`config.mk`:
```
export PLATFORM = sky130hd
export DESIGN_NAME = query_parameter_extractor
export DESIGN_NICKNAME = d
export VERILOG_FILES = /design/src/rtl/qpe_pkg.sv /design/src/rtl/query_parameter_extractor.sv
export SDC_FILE = /design/constraint.sdc
export NUM_CORES = 1
export LEC_CHECK = 0
export ABC_CLOCK_PERIOD_IN_PS = 12000
export BUFFER_PORTS_ARGS = -buffer_cell sky130_fd_sc_hd__buf_2
export CORE_MARGIN = 1.5
export CORE_UTILIZATION = 65
export DETAILED_ROUTE_END_ITERATION = 10
export GPL_TIMING_DRIVEN = 1
export PLACE_DENSITY = 0.86
export SYNTH_ARGS = -nofsm -noshare
export SYNTH_HDL_FRONTEND = slang
export SYNTH_SLANG_ARGS = --single-unit
```
`constraint.sdc`:
```
create_clock -name clk -period 12 [get_ports clk]
set_input_delay 1.8 -clock clk [delete_from_list [all_inputs] [get_ports clk]]
set_output_delay 1.8 -clock clk [all_outputs]
set_load 0.05 [all_outputs]
```
`src/rtl/qpe_pkg.sv`:
```
// ---------------------------------------------------------------------------
// qpe_pkg: shared types and helpers for the query parameter extractor
// Character codes, register indexes, the result record and small
// ASCII helpers used by the form decoder.
// ---------------------------------------------------------------------------
`default_nettype none

package qpe_pkg;

  // Name storage
  localparam int unsigned MAX_NAME_BYTES = 16;
  localparam int unsigned NAME_LEN_W     = 5;
  localparam int unsigned OCC_W          = 16;

  // Result queue sizing: one byte yields at most three results
  localparam int unsigned MAX_RESULTS = 3;
  localparam int unsigned QUEUE_DEPTH = 4;

  // Register indexes (paddr[4:3])
  localparam logic [1:0] REG_NAME_LO = 2'd0;
  localparam logic [1:0] REG_NAME_HI = 2'd1;
  localparam logic [1:0] REG_NAME_LEN = 2'd2;
  localparam logic [1:0] REG_OCC_IDX = 2'd3;

  // Character codes
  localparam logic [7:0] CH_AMP   = 8'h26;  // '&'
  localparam logic [7:0] CH_EQ    = 8'h3D;  // '='
  localparam logic [7:0] CH_PCT   = 8'h25;  // '%'
  localparam logic [7:0] CH_PLUS  = 8'h2B;  // '+'
  localparam logic [7:0] CH_SPACE = 8'h20;  // ' '
  localparam logic [7:0] CH_W     = 8'h57;  // 'W', 'a' minus ten
  localparam logic [7:0] CH_ZERO  = 8'h30;  // '0'
  localparam logic [7:0] CH_NINE  = 8'h39;  // '9'
  localparam logic [7:0] CH_UP_A  = 8'h41;  // 'A'
  localparam logic [7:0] CH_UP_F  = 8'h46;  // 'F'
  localparam logic [7:0] CH_UP_Z  = 8'h5A;  // 'Z'
  localparam logic [7:0] CH_LO_A  = 8'h61;  // 'a'
  localparam logic [7:0] CH_LO_F  = 8'h66;  // 'f'
  localparam logic [7:0] CASE_BIT = 8'h20;

  // One result beat
  typedef struct packed {
    logic [7:0] value_byte;
    logic       byte_valid;
    logic       end_of_value;
    logic       found;
  } result_t;

  function automatic logic [7:0] lower_ascii(input logic [7:0] c);
    logic is_upper;
    is_upper = (c >= CH_UP_A) && (c <= CH_UP_Z);
    return is_upper ? (c | CASE_BIT) : c;
  endfunction

  function automatic logic is_hex(input logic [7:0] c);
    return ((c >= CH_ZERO) && (c <= CH_NINE)) ||
           ((c >= CH_LO_A) && (c <= CH_LO_F)) ||
           ((c >= CH_UP_A) && (c <= CH_UP_F));
  endfunction

  function automatic logic [3:0] hex_value(input logic [7:0] c);
    logic [7:0] lc;
    logic [7:0] diff;
    lc   = lower_ascii(c);
    diff = (lc <= CH_NINE) ? (lc - CH_ZERO) : (lc - CH_W);
    return diff[3:0];
  endfunction

endpackage

`default_nettype wire

```
`src/rtl/query_parameter_extractor.sv`:
```
// ---------------------------------------------------------------------------
// query_parameter_extractor: pick one query parameter and form-decode it
// Matches a configured name (case-insensitive) at each segment start,
// counts occurrences and streams the selected value, decoded, ending
// each query with one end beat that carries the found flag.
// ---------------------------------------------------------------------------
//  channel | ports                              | beat
//  --------+------------------------------------+-------------------------
//  in      | in_valid / in_stall                | one raw query byte
//  out     | out_valid / out_stall              | one decoded result
//  cfg     | psel penable pwrite paddr pwdata   | 64-bit register access
//
//  Each byte is parsed in the cycle it is accepted; its zero to three
//  results land in a four-entry result queue the same edge.
//  Input is taken while at most one result is queued, so bytes that give
//  at most one result go through at one per cycle while out_stall is low;
//  a byte giving two or three results holds the input for queue drain.
//  Synchronous active-low reset empties the queue and starts a new query.
//  out_stall only holds the queue head; input stalls once two are queued.
// ---------------------------------------------------------------------------
`default_nettype none

module query_parameter_extractor (
  input  wire         clk,
  input  wire         rst_n,
  // input bytes
  input  wire         in_valid,
  output logic        in_stall,
  input  wire  [7:0]  in_data_byte,
  input  wire         in_final_byte,
  // results
  output logic        out_valid,
  input  wire         out_stall,
  output logic [7:0]  out_value_byte,
  output logic        out_byte_valid,
  output logic        out_end_of_value,
  output logic        out_found,
  // configuration
  input  wire         psel,
  input  wire         penable,
  input  wire         pwrite,
  input  wire  [4:0]  paddr,
  input  wire  [63:0] pwdata,
  output logic [63:0] prdata,
  output logic        pready
);

  typedef enum logic [2:0] {
    PH_QUERY,
    PH_NAME,
    PH_SKIP,
    PH_VALUE,
    PH_DONE
  } phase_t;

  localparam int unsigned CNT_W = $clog2(qpe_pkg::QUEUE_DEPTH + 1);
  localparam int unsigned IDX_W = $clog2(qpe_pkg::QUEUE_DEPTH);
  localparam int unsigned RES_W = $clog2(qpe_pkg::MAX_RESULTS + 1);

  // Configuration
  logic [63:0]                     name_lo_r;
  logic [63:0]                     name_hi_r;
  logic [qpe_pkg::NAME_LEN_W-1:0]  name_len_r;
  logic [qpe_pkg::OCC_W-1:0]       occ_idx_r;

  // Parser state
  phase_t                          phase_r, phase_nxt;
  logic [qpe_pkg::NAME_LEN_W-1:0]  pos_r, pos_nxt;
  logic [qpe_pkg::OCC_W-1:0]       occ_r, occ_nxt;
  logic [1:0]                      pcnt_r, pcnt_nxt;
  logic [7:0]                      phex_r, phex_nxt;

  // Result queue, head at entry 0
  qpe_pkg::result_t                q_r   [qpe_pkg::QUEUE_DEPTH];
  qpe_pkg::result_t                q_nxt [qpe_pkg::QUEUE_DEPTH];
  logic [CNT_W-1:0]                count_r, count_nxt;

  // Step results
  qpe_pkg::result_t                res [qpe_pkg::MAX_RESULTS];
  logic [RES_W-1:0]                n_res;

  logic                            in_accept;
  logic                            out_pop;
  logic                            cfg_write;
  logic [1:0]                      cfg_idx;
  logic [qpe_pkg::NAME_LEN_W-1:0]  len_eff;
  logic [127:0]                    name_all;
  logic [7:0]                      name_byte;
  logic [7:0]                      b;
  logic                            do_fresh;
  logic                            do_finish;
  logic [CNT_W-1:0]                base;

  assign in_accept = in_valid && !in_stall;
  assign out_valid = (count_r != '0);
  assign out_pop   = out_valid && !out_stall;
  assign in_stall  = (count_r > CNT_W'(1));

  assign out_value_byte   = q_r[0].value_byte;
  assign out_byte_valid   = q_r[0].byte_valid;
  assign out_end_of_value = q_r[0].end_of_value;
  assign out_found        = q_r[0].found;

  // Register port
  assign pready    = 1'b1;
  assign cfg_idx   = paddr[4:3];
  assign cfg_write = psel && penable && pwrite && pready;

  always_comb begin
    unique case (cfg_idx)
      qpe_pkg::REG_NAME_LO:  prdata = name_lo_r;
      qpe_pkg::REG_NAME_HI:  prdata = name_hi_r;
      qpe_pkg::REG_NAME_LEN: prdata = 64'(name_len_r);
      qpe_pkg::REG_OCC_IDX:  prdata = 64'(occ_idx_r);
      default:               prdata = '0;
    endcase
  end

  // Saturate name length and join the two name registers into one name
  assign len_eff  = (name_len_r > qpe_pkg::NAME_LEN_W'(qpe_pkg::MAX_NAME_BYTES)) ?
                    qpe_pkg::NAME_LEN_W'(qpe_pkg::MAX_NAME_BYTES) : name_len_r;
  assign name_all = {name_hi_r, name_lo_r};
  assign b        = in_data_byte;

  // Parse one byte: next state and up to three results
  always_comb begin
    phase_nxt = phase_r;
    pos_nxt   = pos_r;
    occ_nxt   = occ_r;
    pcnt_nxt  = pcnt_r;
    phex_nxt  = phex_r;
    n_res     = '0;
    do_fresh  = 1'b0;
    do_finish = 1'b0;
    for (int i = 0; i < qpe_pkg::MAX_RESULTS; i++) begin
      res[i] = '0;
    end

    // open a new query
    if (phase_nxt == PH_QUERY) begin
      occ_nxt   = occ_idx_r;
      pos_nxt   = '0;
      phase_nxt = PH_NAME;
    end

    name_byte = name_all[{pos_nxt[3:0], 3'b000} +: 8];

    unique case (phase_nxt)
      PH_NAME: begin
        if (pos_nxt < len_eff) begin
          if (qpe_pkg::lower_ascii(b) == qpe_pkg::lower_ascii(name_byte)) begin
            pos_nxt = pos_nxt + 1'b1;
          end else if (b == qpe_pkg::CH_AMP) begin
            pos_nxt = '0;
          end else begin
            phase_nxt = PH_SKIP;
          end
        end else if (b == qpe_pkg::CH_EQ) begin
          if (occ_nxt == '0) begin
            phase_nxt = PH_VALUE;
            pcnt_nxt  = '0;
          end else begin
            occ_nxt   = occ_nxt - 1'b1;
            phase_nxt = PH_SKIP;
          end
        end else if (b == qpe_pkg::CH_AMP) begin
          pos_nxt = '0;
        end else begin
          phase_nxt = PH_SKIP;
        end
      end
      PH_SKIP: begin
        if (b == qpe_pkg::CH_AMP) begin
          phase_nxt = PH_NAME;
          pos_nxt   = '0;
        end
      end
      PH_VALUE: begin
        if (b == qpe_pkg::CH_AMP) begin
          phase_nxt = PH_DONE;
          do_finish = 1'b1;
        end else if (pcnt_nxt == 2'd2) begin
          if (qpe_pkg::is_hex(b)) begin
            res[n_res] = '{value_byte: {qpe_pkg::hex_value(phex_nxt), qpe_pkg::hex_value(b)},
                           byte_valid: 1'b1, end_of_value: 1'b0, found: 1'b0};
            n_res      = n_res + 1'b1;
            pcnt_nxt   = '0;
          end else begin
            // flush the held escape literally
            res[n_res] = '{value_byte: qpe_pkg::CH_PCT, byte_valid: 1'b1,
                           end_of_value: 1'b0, found: 1'b0};
            n_res      = n_res + 1'b1;
            res[n_res] = '{value_byte: phex_nxt, byte_valid: 1'b1,
                           end_of_value: 1'b0, found: 1'b0};
            n_res      = n_res + 1'b1;
            pcnt_nxt   = '0;
            do_fresh   = 1'b1;
          end
        end else if (pcnt_nxt == 2'd1) begin
          if (qpe_pkg::is_hex(b)) begin
            phex_nxt = b;
            pcnt_nxt = 2'd2;
          end else begin
            res[n_res] = '{value_byte: qpe_pkg::CH_PCT, byte_valid: 1'b1,
                           end_of_value: 1'b0, found: 1'b0};
            n_res      = n_res + 1'b1;
            pcnt_nxt   = '0;
            do_fresh   = 1'b1;
          end
        end else begin
          do_fresh = 1'b1;
        end

        // plain value byte
        if (do_fresh) begin
          if (b == qpe_pkg::CH_PCT) begin
            pcnt_nxt = 2'd1;
          end else begin
            res[n_res] = '{value_byte: (b == qpe_pkg::CH_PLUS) ? qpe_pkg::CH_SPACE : b,
                           byte_valid: 1'b1, end_of_value: 1'b0, found: 1'b0};
            n_res      = n_res + 1'b1;
          end
        end
      end
      default: begin
      end
    endcase

    if (in_final_byte && (phase_nxt == PH_VALUE)) begin
      do_finish = 1'b1;
    end

    // close the value: flush held bytes, mark the last beat
    if (do_finish) begin
      if (pcnt_nxt != 2'd0) begin
        res[n_res] = '{value_byte: qpe_pkg::CH_PCT, byte_valid: 1'b1,
                       end_of_value: 1'b0, found: 1'b0};
        n_res      = n_res + 1'b1;
      end
      if (pcnt_nxt == 2'd2) begin
        res[n_res] = '{value_byte: phex_nxt, byte_valid: 1'b1,
                       end_of_value: 1'b0, found: 1'b0};
        n_res      = n_res + 1'b1;
      end
      pcnt_nxt = '0;
      phex_nxt = '0;
      if (n_res != '0) begin
        res[n_res - 1'b1].end_of_value = 1'b1;
        res[n_res - 1'b1].found        = 1'b1;
      end else begin
        res[0] = '{value_byte: 8'h00, byte_valid: 1'b0, end_of_value: 1'b1, found: 1'b1};
        n_res  = RES_W'(1);
      end
    end else if (in_final_byte && (phase_nxt != PH_DONE)) begin
      // no match in this query
      res[n_res] = '{value_byte: 8'h00, byte_valid: 1'b0, end_of_value: 1'b1, found: 1'b0};
      n_res      = n_res + 1'b1;
    end

    // restart after the last byte
    if (in_final_byte) begin
      phase_nxt = PH_QUERY;
      pos_nxt   = '0;
      occ_nxt   = occ_idx_r;
      pcnt_nxt  = '0;
      phex_nxt  = '0;
    end
  end

  // Result queue: shift out the head, append new results behind the rest
  always_comb begin
    base = count_r - CNT_W'(out_pop);
    for (int k = 0; k < qpe_pkg::QUEUE_DEPTH; k++) begin
      if (out_pop && (k < qpe_pkg::QUEUE_DEPTH - 1)) begin
        q_nxt[k] = q_r[(k + 1) % qpe_pkg::QUEUE_DEPTH];
      end else begin
        q_nxt[k] = q_r[k];
      end
      for (int j = 0; j < qpe_pkg::MAX_RESULTS; j++) begin
        if (in_accept && (RES_W'(j) < n_res) &&
            (base[IDX_W-1:0] + IDX_W'(j) == IDX_W'(k))) begin
          q_nxt[k] = res[j];
        end
      end
    end
    count_nxt = base + (in_accept ? CNT_W'(n_res) : CNT_W'(0));
  end

  // Hold state, configuration and the result queue
  always_ff @(posedge clk) begin
    if (!rst_n) begin
      name_lo_r  <= '0;
      name_hi_r  <= '0;
      name_len_r <= '0;
      occ_idx_r  <= '0;
      phase_r    <= PH_QUERY;
      pos_r      <= '0;
      occ_r      <= '0;
      pcnt_r     <= '0;
      phex_r     <= '0;
      count_r    <= '0;
    end else begin
      if (cfg_write) begin
        unique case (cfg_idx)
          qpe_pkg::REG_NAME_LO:  name_lo_r  <= pwdata;
          qpe_pkg::REG_NAME_HI:  name_hi_r  <= pwdata;
          qpe_pkg::REG_NAME_LEN: name_len_r <= pwdata[qpe_pkg::NAME_LEN_W-1:0];
          qpe_pkg::REG_OCC_IDX:  occ_idx_r  <= pwdata[qpe_pkg::OCC_W-1:0];
          default: begin
          end
        endcase
      end
      if (in_accept) begin
        phase_r <= phase_nxt;
        pos_r   <= pos_nxt;
        occ_r   <= occ_nxt;
        pcnt_r  <= pcnt_nxt;
        phex_r  <= phex_nxt;
      end
      count_r <= count_nxt;
    end
    for (int k = 0; k < qpe_pkg::QUEUE_DEPTH; k++) begin
      q_r[k] <= q_nxt[k];
    end
  end

`ifndef SYNTHESIS
  // queue never overfills
  a_queue_bound: assert property (@(posedge clk) disable iff (!rst_n)
    count_r <= CNT_W'(qpe_pkg::QUEUE_DEPTH))
    else $error("result queue overflow");

  // found only rides on an end beat
  a_found_on_end: assert property (@(posedge clk) disable iff (!rst_n)
    out_valid && out_found |-> out_end_of_value)
    else $error("found without end_of_value");

  // a beat without a byte is an end marker with zero data
  a_bare_marker: assert property (@(posedge clk) disable iff (!rst_n)
    out_valid && !out_byte_valid |-> out_end_of_value && (out_value_byte == 8'h00))
    else $error("bare beat is not a clean end marker");

  // held escape bytes exist only inside a value
  a_pending_in_value: assert property (@(posedge clk) disable iff (!rst_n)
    pcnt_r != 2'd0 |-> phase_r == PH_VALUE)
    else $error("escape held outside a value");
`endif

endmodule

`default_nettype wire
```
==> run_results.csv <==
group,metric,value,unit
worst_hold_path,hold_class,"reg -> reg",
worst_setup_path,startpoint_type,"input pin",
synth,ys.warnings.count,0,
synth,synth-seq-cells,230,
placement,dpl_cell_area,0.0156,mm2
clocking,clockBufferDepth,3,
detailed_routing,first_iter_violations,1982,
clocking,holdBufCountCts,0,
sta,grt_setup_unrepaired,"false",
detailed_routing,vias,15500,
sta,tns,0,ns
synth,synth_area_leaders,"dfxtp_1, nand2_1, edfxtp_1, a21oi_1, mux2i_1",
synth,synth.area.mux_share,0.0988,
placement,hpwl,32.4,mm
sta,worst_pin_slew,1.22,ns
synth,synthArstFlopShare,0,
synth,ys_types,87,
synth,synthAdderAreaFrac,0.0232,
clocking,post_cts_buffers,0,
synth,synth_fp_nets,2050,
worst_setup_path,timing.critical_path.mode_cell,"ha_1",
clocking,cts_tree,"done",
synth,synth.top_cell.area_share,0.250,
placement,gp_congestion,0.981,
synth,synthSimpleGateAreaFrac,0.227,
clocking,cts_inserted_buffers,26,
detailed_routing,viasPerCell,6.73,
synth,synth_ff_type,"dfxtp_1",
worst_setup_path,critical_path.max_fanout,11,
detailed_routing,firstDrtPassIters,8,
worst_setup_path,worstSetupEndpointType,"flop",
synth,yosysTopAreaCell,"dfxtp_1",
sta,fin_crit,8.28,ns
detailed_routing,drt-total-wl,46.9,mm
status,outcome,"finished, final reports clean",
die,die_area,0.0238,mm2
worst_setup_path,reg2regPathDepth,20,
synth,syn-instance-count,1938,
grt,track_usage,0.384,
final_layout,drive_above_1_share,0.145,
grt,grt_pass1_vias,14100,
worst_setup_path,cp.required,12.15,ns
detailed_routing,top_layer_used,"met4",
worst_hold_path,hold_path_depth,2,
synth,synth-seq-area-share,0.339,
worst_setup_path,rr_endpoint,"q_r[0][3]",
detailed_routing,drtAntennaViolNets,0,
synth,synth_edf_count,44,
detailed_routing,wl_met3,5.54,mm
die,die_x,154,um
sta,finClkSkew,0.0132,ns
grt,grt_pass1_wl,73.9,mm
synth,synth_top_family_by_area,"compound AO/OA/AOI/OAI gates",
sta,max_slew_margin,0.187,
worst_setup_path,r2r_start,"phase_r[2]",
die,core,0.0226,mm2
placement,io_buffers,158,
sta,maxSlewViolCount,0,
sta,finalHoldViolations,0,
worst_setup_path,r2r_slack,4.93,ns
clocking,path_clk_slew,0.06,ns
grt,antenna_found_initial,1,
final_layout,synthToLayoutAreaGrowth,10.8,%
clocking,cts_resized,0,
pwr,ir_drop,122,uV
worst_setup_path,crit_buf_inv,3,
synth,synth_area_per_cell,7.67,um2
worst_setup_path,crit_chain,"buf_2 > inv_1 > ha_1 > nor3b_1 > o31a_1 > nor2_1 > nor3_1 > ha_1 > inv_1 > o221ai_1 > nor2_1 > ha_1 > o21ai_0 > ha_1 > or3_1 > o211ai_1 > o21ai_0 > o211ai_2 > a31o_1 > a21oi_4 > nor3_2 > nand2_1",
worst_setup_path,cpLargestDelayFamily,"simple AND/OR/NAND/NOR gates",
clocking,insertion_delay,0.54,ns
worst_setup_path,critPathMaxStageDelay,0.95,ns
die,pin_count,163,
detailed_routing,drc,0,
synth,netlist_area,0.0149,mm2
worst_hold_path,holdCritStartpoint,"name_hi_r[63]",
worst_hold_path,whs_endpoint,"name_hi_r[63]",
clocking,htree_num_levels,1,
die,rows,55,
synth,synth_xor_area_frac,0.0112,
final_layout,fin_area,0.0165,mm2
detailed_routing,avgRoutedWirePerCell,20.4,um
detailed_routing,wl_met1,18.6,mm
synth,synth_compound_area_frac,0.248,
detailed_routing,wl_met2,21.2,mm
final_layout,final_common_cell,"nand2_1",
die,die_height,154,um
clocking,clock-sinks,230,
worst_setup_path,cp.arrival,8.43,ns
clocking,root_buffer,"clkbuf_16",
sta,period_share,0.690,
sta,timing.fmax,121,MHz
grt,grt_max_degree,91,
final_layout,layout_common_cells,"nand2_1, a21oi_1, dfxtp_1",
worst_setup_path,critical_path_class,"in -> reg",
worst_setup_path,slowest_stage,"nor3_1",
sta,setup_viol,0,
job,drv_cap,0,
die,start_util,0.659,
pwr,power_density,137,mW/mm2
grt,grt-ovfl-total,0,
final_layout,final_nets,2111,
pwr,leakage,6.18,nW
pwr,finalPower,0.00226,W
## worst min-delay path, stage by stage, from the launching register on
cell	delay [ns]
dfxtp_1	0.32
nand2_1	0.05
a21oi_1	0.05
## area by class of cell
type	instances	area (um2)
Antenna cell	1	2.50
Clock buffer	40	838
Clock inverter	6	32.5
Fill cell	1776	6090
Inverter	47	179
Multi-Input combinational cell	1514	9060
Sequential cell	230	5050
Tap cell	285	357
Timing Repair Buffer	180	958
## per-stage QoR
| step | instances | setup WS [ns] | util | hold WS, ns |
|---|---|---|---|---|
| detailed placement | 2256 | 3.37 | 0.691 | 0.457 |
| global placement | 2256 | 3.50 | 0.691 | 0.452 |
| CTS | 2302 | 3.91 | 0.730 | 0.465 |
| floorplan | 1938 | 4.74 | - | 0.443 |
| global route | 2303 | 3.21 | 0.730 | 0.490 |
| finish | 2303 | 3.72 | 0.730 | 0.467 |
## cells by family after synthesis
logic type	Yosys count
AOI/OAI and AO/OA	575
and+or+nand+nor	768
xor gates and xnor gates	19
other	1
adders and majority gates	27
muxes	124
DFF	230
buffers and inverters	194
## metal layers
metal | track usage | up-vias
li1 | - | 7090
met5 | 0 | -
met3 | 0.0714 | 125
met4 | 0.151 | 0
met2 | 0.596 | 981
met1 | 0.530 | 7301
## flip-flops by register name, indices dropped and copies added (netlist names)
signal / flops
name_hi_r: 64
phase_r: 3
pcnt_r: 2
pos_r: 5
count_r: 3
name_lo_r: 64
phex_r: 8
q_r: 44
occ_r: 16
name_len_r: 5
occ_idx_r: 16
## how the worst max path moves through the flow
stage                          from   endpoint  slack [ns]  cells past startpoint
floorplan           in_data_byte[1]  q_r[3][0]        4.74                     21
global placement    in_data_byte[1]  q_r[2][6]        3.50                     23
detailed placement  in_data_byte[1]  q_r[0][7]        3.37                     22
CTS                 in_data_byte[1]  q_r[0][9]        3.91                     22
global route        in_data_byte[1]  q_r[1][8]        3.21                     23
finish              in_data_byte[1]  q_r[0][3]        3.72                     22
## synth_stat cells (26+ instances only)
master    instances
nand2_1         405
a21oi_1         242
dfxtp_1         186
nor2_1          170
clkbuf_1        102
mux2i_1          95
o21ai_0          81
inv_1            47
edfxtp_1         44
nand3_1          39
nor3_1           31
o211ai_1         29
ha_1             26
## power by group
group	leakage, nW	switching, W	internal [W]
registers	1.92	0.0000330	0.000875
clock network	0.435	0.000331	0.000478
logic	3.82	0.000390	0.000157
No activity file was read; power rests on OpenSTA's default activity.
